===== src/hdl/c2s_pkg.sv =====
package c2s_pkg;

    localparam int DefStages     = 32;
    localparam int DefCoordWidth = 32;
    localparam int GuardBits     = 20;
    localparam int AtanEntries   = 40;
    // Internal datapath width: coordinate, guard bits and CORDIC growth.
    localparam int DataWidth     = 32 + GuardBits + 4;
    localparam int AngWidth      = 34;
    localparam logic [31:0] InvGainQ32 = 32'h9B74EDA8;

    typedef struct packed {
        logic signed [31:0] coord_x;
        logic signed [31:0] coord_y;
        logic signed [31:0] coord_z;
    } c2s_in_t;

    typedef struct packed {
        logic [31:0]        radius;
        logic [31:0]        polar_angle;
        logic signed [31:0] azimuth;
        logic               zero_radius;
    } c2s_out_t;

    function automatic logic signed [AngWidth-1:0] atan_unit(input int idx);
        logic [31:0] v;
        begin
            case (idx)
                0: v = 32'h20000000;  1: v = 32'h12E4051E;  2: v = 32'h09FB385B;
                3: v = 32'h051111D4;  4: v = 32'h028B0D43;  5: v = 32'h0145D7E1;
                6: v = 32'h00A2F61E;  7: v = 32'h00517C55;  8: v = 32'h0028BE53;
                9: v = 32'h00145F2F;  10: v = 32'h000A2F98; 11: v = 32'h000517CC;
                12: v = 32'h00028BE6; 13: v = 32'h000145F3; 14: v = 32'h0000A2FA;
                15: v = 32'h0000517D; 16: v = 32'h000028BE; 17: v = 32'h0000145F;
                18: v = 32'h00000A30; 19: v = 32'h00000518; 20: v = 32'h0000028C;
                21: v = 32'h00000146; 22: v = 32'h000000A3; 23: v = 32'h00000051;
                24: v = 32'h00000029; 25: v = 32'h00000014; 26: v = 32'h0000000A;
                27: v = 32'h00000005; 28: v = 32'h00000003; 29: v = 32'h00000001;
                30: v = 32'h00000001;
                default: v = 32'h0;
            endcase
            atan_unit = AngWidth'(signed'({1'b0, v}));
        end
    endfunction

endpackage


===== src/hdl/c2s_cell.sv =====
// One CORDIC vectoring micro-rotation with its register. Side data rides along.
module c2s_cell #(
    parameter int Shift     = 0,
    parameter int SideWidth = 1
) (
    input  logic                                  clk,
    input  logic                                  en,
    input  logic signed [c2s_pkg::DataWidth-1:0]  a_in,
    input  logic signed [c2s_pkg::DataWidth-1:0]  b_in,
    input  logic signed [c2s_pkg::AngWidth-1:0]   ang_in,
    input  logic [SideWidth-1:0]                  side_in,
    output logic signed [c2s_pkg::DataWidth-1:0]  a_out,
    output logic signed [c2s_pkg::DataWidth-1:0]  b_out,
    output logic signed [c2s_pkg::AngWidth-1:0]   ang_out,
    output logic [SideWidth-1:0]                  side_out
);
    import c2s_pkg::*;

    logic signed [DataWidth-1:0] a_reg, a_next, b_reg, b_next;
    logic signed [AngWidth-1:0]  ang_reg, ang_next;
    logic [SideWidth-1:0]        side_reg;

    always_comb
    begin
        if (!b_in[DataWidth-1])
        begin
            a_next   = a_in + (b_in >>> Shift);
            b_next   = b_in - (a_in >>> Shift);
            ang_next = ang_in + atan_unit(Shift);
        end
        else
        begin
            a_next   = a_in - (b_in >>> Shift);
            b_next   = b_in + (a_in >>> Shift);
            ang_next = ang_in - atan_unit(Shift);
        end
    end

    always_ff @(posedge clk)
    begin
        if (en)
        begin
            a_reg    <= a_next;
            b_reg    <= b_next;
            ang_reg  <= ang_next;
            side_reg <= side_in;
        end
    end

    assign a_out    = a_reg;
    assign b_out    = b_reg;
    assign ang_out  = ang_reg;
    assign side_out = side_reg;
endmodule


===== config.mk =====
export PLATFORM = sky130hd
export DESIGN_NAME = c2s_cell
export DESIGN_NICKNAME = d
export VERILOG_FILES = /design/src/hdl/c2s_pkg.sv /design/src/hdl/c2s_cell.sv
export SDC_FILE = /design/constraint.sdc
export NUM_CORES = 1
export LEC_CHECK = 0
export CAP_MARGIN = 40
export CORE_MARGIN = 2
export CORE_UTILIZATION = 65
export DETAILED_ROUTE_END_ITERATION = 7
export DONT_BUFFER_PORTS = 1
export PLACE_DENSITY = 0.83
export SLEW_MARGIN = 20
export SYNTH_ARGS = -nofsm -noshare
export SYNTH_HDL_FRONTEND = slang
export SYNTH_SLANG_ARGS = --single-unit

===== constraint.sdc =====
create_clock -name clk -period 9.33 [get_ports clk]
set_input_delay 0.933 -clock clk [delete_from_list [all_inputs] [get_ports clk]]
set_output_delay 0.933 -clock clk [all_outputs]
set_load 0.02 [all_outputs]

==> qor.csv <==
stage,metric,value,unit
setup_path,endpoint_kind,flip-flop,
route,routed_wl,47500,um
place,port_buffers,0,
synthesis,ys_top_cells_by_area,"edfxtp_1, ha_1, a21oi_1, xnor2_1, inv_1",
cts,clockBufferDepth,2,
final_layout,drive_gt1_frac,0.0366,
sta,finalSetupViolCount,0,
grt,grt_pass1_wl,72200,um
cts,cts_max_level,4,
cts,cts_made_buffers,17,
synthesis,yosys_register_bits,146,
final_layout,n_antenna_cell,0,
status,status,finished clean,
place,dp.cells,1970,
cts,post_cts_buffers,0,
setup_path,setup.worst_path.start_class,input port,
route,wl_per_cell,23.7,um
synthesis,async_flop_share,0,
synthesis,ys_seq_area_frac,0.299,
final_layout,stdcell_count,2002,
min_path,hold_path_class,in -> reg,
sta,maxSlewViolCount,0,
pwr,powerDensity,165,mW/mm^2
sta,final_period_minus_worst_setup_slack,4.53,ns
final_layout,area_growth,4.31,%
pwr,power_frac_seq,0.410,
synthesis,yosysTopAreaCellShare,0.299,
place,finalWeightedCongestion,1.01,
final_layout,fillers,1780,
synthesis,synth.distinct_cells,77,
setup_path,cp_num_buf_inv,1,
synthesis,synth_area,0.0147,mm^2
synthesis,synth_flop_cell,edfxtp_1,
sta,grt_setup_unrepaired,no,
grt,grt_overflow,0,
setup_path,path_class,in -> reg,
route,drt-initial-drc-count,1699,
synthesis,synth.most_common_cell,a21oi_1,
route,drtPass1Iterations,8,
setup_path,worstPathRequired,9.52,ns
die,start_util,0.666,
setup_path,max_stage_delay,0.62,ns
route,vias,13800,
route,vias_per_cell,6.89,
die,die_w,154,um
grt,grt_antenna_before_repair,0,
setup_path,cp_cell_sequence,inv_1 > ha_1 > nand2_1 > o21bai_1 > a31oi_1 > o22ai_1 > a21oi_1 > a21boi_0 > o31a_1 > o21ai_0 > a221oi_1 > mux2i_1 > xnor2_1,
pwr,swShare,0.398,
setup_path,path_depth,13,
final_layout,num-nets-final,2030,
cts,path_clk_slew,0.08,ns
pwr,power.leakage,6.30,nW
synthesis,syn_nets,2090,
synthesis,synth.yosys.warnings,0,
cts,cts_resized,0,
sta,tns,0,ns
pwr,p_sw,1.00,mW
die,dieArea,0.0238,mm^2
min_path,worstHoldStart,ang_in[20],
cts,cts-root-buf,clkbuf_16,
cts,hold_buffers,0,
synthesis,synth-edff-count,146,
route,drc_errors,0,
setup_path,cp_max_fo,11,
die,coreArea,0.0220,mm^2
min_path,min_path_cells,0,
sta,worstMarginPinSlew,0.875,ns
pwr,ir_drop,0.000135,V
die,num_rows,54,
setup_path,crit_path_top_delay_cell,a21oi_1,
sta,relSlewSlack,0.412,
setup_path,cp_top_family,compound AO/OA/AOI/OAI gates,
setup_path,arrival,4.72,ns
synthesis,syn_inst,1769,
grt,grt_start_max_net_pins,147,
cts,tritoncts,built,
cts,clock_sinks,146,
grt,grt_pass1_vias,13000,
job,cap_violations,0,
sta,min_period_over_period,0.486,
pwr,p_clk_frac,0.289,
sta,fmax,0.221,GHz
pwr,power.internal,1.52,mW
pwr,combPwrFrac,0.301,
place,place_hpwl,37000,um
sta,hold_viol,0,
synthesis,yosys.area.top_type,edfxtp_1,
die,ios,296,
synthesis,avgSynthCellArea,8.30,um^2
synthesis,synthTopCellsByCount,"a21oi_1, inv_1, ha_1",
die,fp.dieH,154,um
min_path,hold_path_end,ang_out[20],
grt,grt_usage,0.387,
route,ant_nets,0,
[layout make-up]
cell class | instances | area, um^2 | share of cell area
clock inverter | 15 | 189 | 0.0123
timing repair buffer | 2 | 12.5 | 0.000817
clock buffer | 17 | 425 | 0.0278
tap | 280 | 350 | 0.0229
inverter | 187 | 702 | 0.0458
sequential | 146 | 4380 | 0.286
multi-input combinational | 1355 | 9250 | 0.604
[registers in the layout (all words and copies together), names as in the netlist]
signal    flops
ang_out      34
a_out        56
b_out        55
side_out      1
[how the worst max path moves through the flow]
stage                       start         to
after floorplan           a_in[3]  b_out[54]
after global placement    a_in[3]  b_out[51]
after detailed placement  a_in[3]  b_out[51]
after CTS                 a_in[3]  b_out[51]
after global routing      a_in[3]  b_out[51]
final                     a_in[3]  b_out[51]
[metal layers]
layer / vias to the layer above / track usage / part of all wire
met2: 999 / 0.622 / 0.45
met4: 0 / 0.172 / 0.047
met1: 6408 / 0.498 / 0.38
li1: 6235 / - / -
met5: - / 0 / 0
met3: 160 / 0.0944 / 0.12
[layout by cell type, fill, tap and decap left out, types with 9 or more instances in the layout]
master       n
a211oi_1    11
a21o_1      28
a21oi_1    266
a221oi_1     9
clkbuf_16   17
edfxtp_1   146
ha_1       168
inv_1      178
mux2i_1     21
nand2_1     90
nand2b_1    17
nand3_1     27
nand4_1     33
nor2_1     145
nor2b_1     13
nor3_1      35
nor4_1      24
o211ai_1    14
o21a_1      15
o21ai_0    126
o21bai_1    55
o221ai_1     9
o22ai_1      9
o31a_1      10
o31ai_1     17
xnor2_1    105
[power groups by stage]
stage / sequential, mW / combinational (mW) / clock (mW)
final: 1.03 / 0.759 / 0.729
after floorplan: 1.03 / 0.557 / 0
after global routing: 1.04 / 0.816 / 0.746
after detailed placement: 1.05 / 0.729 / 0
after global placement: 1.05 / 0.722 / 0
after CTS: 1.04 / 0.733 / 0.724
[through the flow]
stage / hold slack (ns) / utilization / total power, mW / setup slack [ns] / cell area, um^2
finish: 0.577 / 0.695 / 2.52 / 4.80 / 15300
global route: 0.569 / 0.695 / 2.60 / 4.65 / 15300
CTS: 0.577 / 0.695 / 2.49 / 5.00 / 15300
detailed placement: 1.03 / 0.667 / 1.78 / 4.54 / 14700
global placement: 1.03 / 0.667 / 1.77 / 4.64 / 14700
floorplan: 1.03 / - / 1.58 / 5.53 / 14700
[kinds of logic (layout without fill, tap and decap cells)]
kind of cell | Yosys count | after routing | share of synthesized area
adders and majority gates | 172 | 172 | 0.149
and+or+nand+nor | 422 | 422 | 0.136
DFF | 146 | 146 | 0.299
muxes | 21 | 21 | 0.0143
buffers and inverters | 268 | 221 | 0.0713
AOI/OAI and AO/OA | 630 | 630 | 0.265
xor gates and xnor gates | 110 | 110 | 0.0656
Note: power is estimated with default switching activity, not from simulation.
