==> src/hdl/c2s_pkg.sv <==
package c2s_pkg;

    localparam int DefStages     = 32;
    localparam int DefCoordWidth = 32;
    localparam int GuardBits     = 20;
    localparam int AtanEntries   = 40;
    // Internal datapath width: coordinate, guard bits and CORDIC growth.
    localparam int DataWidth     = 32 + GuardBits + 4;
    localparam int AngWidth      = 34;
    localparam logic [31:0] InvGainQ32 = 32'h9B74EDA8;

    typedef struct packed {
        logic signed [31:0] coord_x;
        logic signed [31:0] coord_y;
        logic signed [31:0] coord_z;
    } c2s_in_t;

    typedef struct packed {
        logic [31:0]        radius;
        logic [31:0]        polar_angle;
        logic signed [31:0] azimuth;
        logic               zero_radius;
    } c2s_out_t;

    function automatic logic signed [AngWidth-1:0] atan_unit(input int idx);
        logic [31:0] v;
        begin
            case (idx)
                0: v = 32'h20000000;  1: v = 32'h12E4051E;  2: v = 32'h09FB385B;
                3: v = 32'h051111D4;  4: v = 32'h028B0D43;  5: v = 32'h0145D7E1;
                6: v = 32'h00A2F61E;  7: v = 32'h00517C55;  8: v = 32'h0028BE53;
                9: v = 32'h00145F2F;  10: v = 32'h000A2F98; 11: v = 32'h000517CC;
                12: v = 32'h00028BE6; 13: v = 32'h000145F3; 14: v = 32'h0000A2FA;
                15: v = 32'h0000517D; 16: v = 32'h000028BE; 17: v = 32'h0000145F;
                18: v = 32'h00000A30; 19: v = 32'h00000518; 20: v = 32'h0000028C;
                21: v = 32'h00000146; 22: v = 32'h000000A3; 23: v = 32'h00000051;
                24: v = 32'h00000029; 25: v = 32'h00000014; 26: v = 32'h0000000A;
                27: v = 32'h00000005; 28: v = 32'h00000003; 29: v = 32'h00000001;
                30: v = 32'h00000001;
                default: v = 32'h0;
            endcase
            atan_unit = AngWidth'(signed'({1'b0, v}));
        end
    endfunction

endpackage

==> src/hdl/c2s_gain.sv <==
// Two-stage gain compensation: floor(v * InvGainQ32 / 2^32) for nonnegative v.
module c2s_gain #(
    parameter int SideWidth = 1
) (
    input  logic                                 clk,
    input  logic                                 en,
    input  logic signed [c2s_pkg::DataWidth-1:0] v_in,
    input  logic [SideWidth-1:0]                 side_in,
    output logic [c2s_pkg::DataWidth-1:0]        v_out,
    output logic [SideWidth-1:0]                 side_out
);
    import c2s_pkg::*;

    localparam int HiW = DataWidth - 32;

    logic [HiW+31:0]  hi_reg, hi_next;
    logic [63:0]      lo_reg, lo_next;
    logic [DataWidth-1:0] v_reg;
    logic [SideWidth-1:0] s1_reg, s2_reg;

    // Split into a narrow high part and a 32-bit low part, one product each.
    assign hi_next = (HiW+32)'(v_in[DataWidth-1:32]) * (HiW+32)'(InvGainQ32);
    assign lo_next = 64'(v_in[31:0]) * 64'(InvGainQ32);

    always_ff @(posedge clk)
    begin
        if (en)
        begin
            hi_reg <= hi_next;
            lo_reg <= lo_next;
            s1_reg <= side_in;
            v_reg  <= DataWidth'(hi_reg) + DataWidth'(lo_reg[63:32]);
            s2_reg <= s1_reg;
        end
    end

    assign v_out    = v_reg;
    assign side_out = s2_reg;
endmodule

==> config.mk <==
export PLATFORM = sky130hd
export DESIGN_NAME = c2s_gain
export DESIGN_NICKNAME = d
export VERILOG_FILES = /design/src/hdl/c2s_pkg.sv /design/src/hdl/c2s_gain.sv
export SDC_FILE = /design/constraint.sdc
export NUM_CORES = 2
export LEC_CHECK = 0
export ABC_AREA = 0
export BUFFER_PORTS_ARGS = -buffer_cell sky130_fd_sc_hd__buf_4
export CORE_UTILIZATION = 60
export CTS_CLUSTER_DIAMETER = 120
export DETAILED_ROUTE_END_ITERATION = 12
export GPL_TIMING_DRIVEN = 0
export PLACE_DENSITY_LB_ADDON = 0.25
export SLEW_MARGIN = 20
export SYNTH_ARGS = -nofsm -noshare
export SYNTH_HDL_FRONTEND = slang
export SYNTH_SLANG_ARGS = --single-unit
==> constraint.sdc <==
create_clock -name clk -period 6.8 [get_ports clk]
set_input_delay 0.34 -clock clk [delete_from_list [all_inputs] [get_ports clk]]
set_output_delay 0.34 -clock clk [all_outputs]
set_load 0.02 [all_outputs]
==> reports/summary.md <==
- **Post-synth EDFFs** 143
- **Crit path max-delay family** adder cells
- **critical path depth in cells** 29
- **Die H** 250.4 µm
- **max reg flops** 56
- **DRT iter0 DRCs** 1,749
- **pin count of the biggest net entering global routing** 77
- **antenna violations before repair** 1
- **commonest non-fill, non-tap cells in the layout** sky130_fd_sc_hd__inv_1 (1,153), sky130_fd_sc_hd__fa_1 (746), sky130_fd_sc_hd__ha_1 (583), sky130_fd_sc_hd__buf_4 (150), sky130_fd_sc_hd__edfxtp_1 (143)
- **final net count** 5,171
- **post-route clock period utilization** 1.033
- **post-route DRC violation count** 0
- **area fraction of the dominant cell type after synthesis** 0.4111
- **cell type with the highest aggregate area in the netlist** sky130_fd_sc_hd__fa_1
- **endpoints failing hold** 0
- **cell repeated most along the worst path** sky130_fd_sc_hd__fa_1
- **Port Buffers** 115
- **result of the run** finished, violations left
- **drt via density** 5.501
- **final setup skew** 0.02241 ns
- **remaining max-slew budget at the tightest pin** 0.4986
- **max-cap violation count** 0
- **TritonCTS Buffers** 17
- **via count of the first global-routing pass** 26,780
- **fill count** 4,622
- **share of synthesized flip-flops with an asynchronous set or reset** 0
- **first-pass GRT wire length** 147.2 mm
- **dpl ws** -1.042 ns
- **top cells by area, synth** sky130_fd_sc_hd__fa_1 (41%), sky130_fd_sc_hd__ha_1 (21%), sky130_fd_sc_hd__inv_1 (12%)
- **clock sink count** 143
- **FMAX** 142.3 MHz
- **starting utilization of the core area** 0.6097
- **R2R depth** 12
- **most frequent standard cell in the layout excluding fill and tap cells** sky130_fd_sc_hd__inv_1
- **final-report max-slew violation count** 0
- **worst path arrival time** 7.20 ns
- **die span in x** 250.4 µm
- **Post-Synthesis Net Count** 4,986
- **Final WS setup** -0.2271 ns
- **length of the first detailed-routing pass in iterations** 5
- **post-CTS clock slew at the launch and capture registers of the worst setup and hold paths** 0.07 ns
- **leftover overflow at the end of global routing** 0
- **Total Wirelength** 93.27 mm
- **htree depth** 4
- **total vias in the final route** 24,940
- **master of the slowest instance on the critical path** sky130_fd_sc_hd__fa_2
- **syn avg cell area** 10.41 µm²
- **clock root buffer** sky130_fd_sc_hd__clkbuf_16
- **global placement routability congestion** 0.9852
- **worst min path class** primary input to flip-flop
- **Netlist cell types** 73
- **antenna fix cells** 0
- **number of storage elements in the synthesis netlist** 143
- **ys flop type** sky130_fd_sc_hd__edfxtp_1
- **FP Rows** 90
- **largest incremental delay on the critical path** 0.56 ns
- **utilization after layout** 0.6727
- **clock latency on the worst-skew pair** 0.45 ns
- **summed instance area of the synthesized netlist** 0.03701 mm²
- **worst-margin pin slew** 0.7475 ns
- **Max FO, Critical Path** 5
- **type of the setup path with the least slack** primary input to flip-flop
- **IO Pins** 116
- **startpoint type of the worst setup path** primary input
- **buffers plus inverters on the worst setup path** 11
- **area inside the core boundary** 0.06070 mm²
- **register area share after synthesis** 0.1160
- **area growth from synthesis to layout** 10.33%
- **number of cells on the worst hold path** 1
- **HPWL Detailed** 81.11 mm
- **Crit path required time** 6.97 ns
- **total routing resource utilization after global routing** 0.3132
- **count of final setup violators** 12
- **mean routed wirelength per cell** 20.57 µm
- **final critical delay including setup and external delays** 7.027 ns
- **Die Outline Area** 0.06268 mm²
- **setup repair after global routing missed its margin** true
- **clock tree from TritonCTS** built
- **crit end category** flip-flop
- **count of antenna-violating nets left after detailed routing** 0
- **Clock Tree Buf Depth** 2
- **violated checks** negative setup slack
- **ratio of cells with drive above 1 in the final layout** 0.09488
- **cells after synthesis** 3,554
- **number of warnings printed during yosys synthesis** 0
[final cells by class]
type / count / area [µm²] / area share
buffer: 13 / 61.31 / 0.001502
sequential: 143 / 4294 / 0.1052
inverter: 1177 / 4456 / 0.1091
timing repair buffer: 172 / 1491 / 0.03653
multi-input combinational: 2215 / 28940 / 0.7087
tap: 782 / 978.4 / 0.02396
clock buffer: 17 / 425.4 / 0.01042
clock inverter: 15 / 187.7 / 0.004597
[worst paths after layout]
kind,slack (ns),from,to
min reg2reg,0.43,lo_reg[34],v_out[2]
min,0.08,side_in,s1_reg
max reg2reg,2.94,lo_reg[45],v_out[46]
max,-0.23,v_in[13],lo_reg[48]
[cell families (layout without fill, tap and decap cells)]
family / Yosys count / in the layout / synth area share
AOI/OAI and AO/OA: 406 / 406 / 0.07303
muxes: 1 / 1 / 0.0002705
xor gates and xnor gates: 127 / 127 / 0.03006
DFF: 143 / 143 / 0.1160
adders and majority gates: 1373 / 1373 / 0.6184
buffers and inverters: 1196 / 1394 / 0.1217
and+or+nand+nor: 308 / 308 / 0.04057
[timing repair]
item	4_1_cts	5_1_grt
resized for setup	90	95
hold buffers	0	0
setup buffers	33	24
gates cloned	0	0
pin swaps	41	33
endpoints found under the setup margin	29	35
[metrics by stage]
step           setup TNS, ns  cell area, µm²  hold WS [ns]  std cells
6_report              -1.564           40830       0.08285       4534
5_1_grt               -4.165           40830       0.07341       4534
4_1_cts              -0.6641           40210       0.06783       4516
3_5_place_dp          -26.40           38920        0.4057       4452
3_3_place_gp          -24.70           38890        0.4026       4451
2_1_floorplan              0           37050        0.4003       3554
[layer usage]
layer,global-route usage,share of wire,vias to the layer above
li1,-,-,11370
met1,0.4239,0.42,12610
met2,0.5111,0.47,791
met3,0.05674,0.071,164
met4,0.1048,0.038,2
met5,0,0.00014,-
[cell usage after synthesis (all sizes together), types with 9 or more instances]
master	number
nor2	70
o21a	12
fa	760
nand2	88
a21o	71
o211ai	14
xor2	34
edfxtp	143
inv	1177
xnor2	93
or2	9
o21bai	19
nor2b	13
a31oi	18
clkbuf	15
nand3	35
nor3	10
a21oi	127
and3	23
o21ai	72
a211oi	15
ha	613
nand4	24
[worst register-to-register path, cell delays in order (launching register included)]
cell	delay [ns]
sky130_fd_sc_hd__edfxtp_1	0.46
sky130_fd_sc_hd__ha_1	0.47
sky130_fd_sc_hd__nand4_1	0.15
sky130_fd_sc_hd__a211oi_1	0.28
sky130_fd_sc_hd__a211oi_1	0.25
sky130_fd_sc_hd__a221oi_1	0.50
sky130_fd_sc_hd__o221ai_1	0.33
sky130_fd_sc_hd__o21ai_1	0.36
sky130_fd_sc_hd__nand3_1	0.12
sky130_fd_sc_hd__nand2_1	0.14
sky130_fd_sc_hd__buf_2	0.27
sky130_fd_sc_hd__nand3_1	0.13
sky130_fd_sc_hd__xnor2_1	0.17
Power is left out: the tool's default activity adds up to more than one toggle a clock period on the data nets, which glitch-free logic cannot reach.
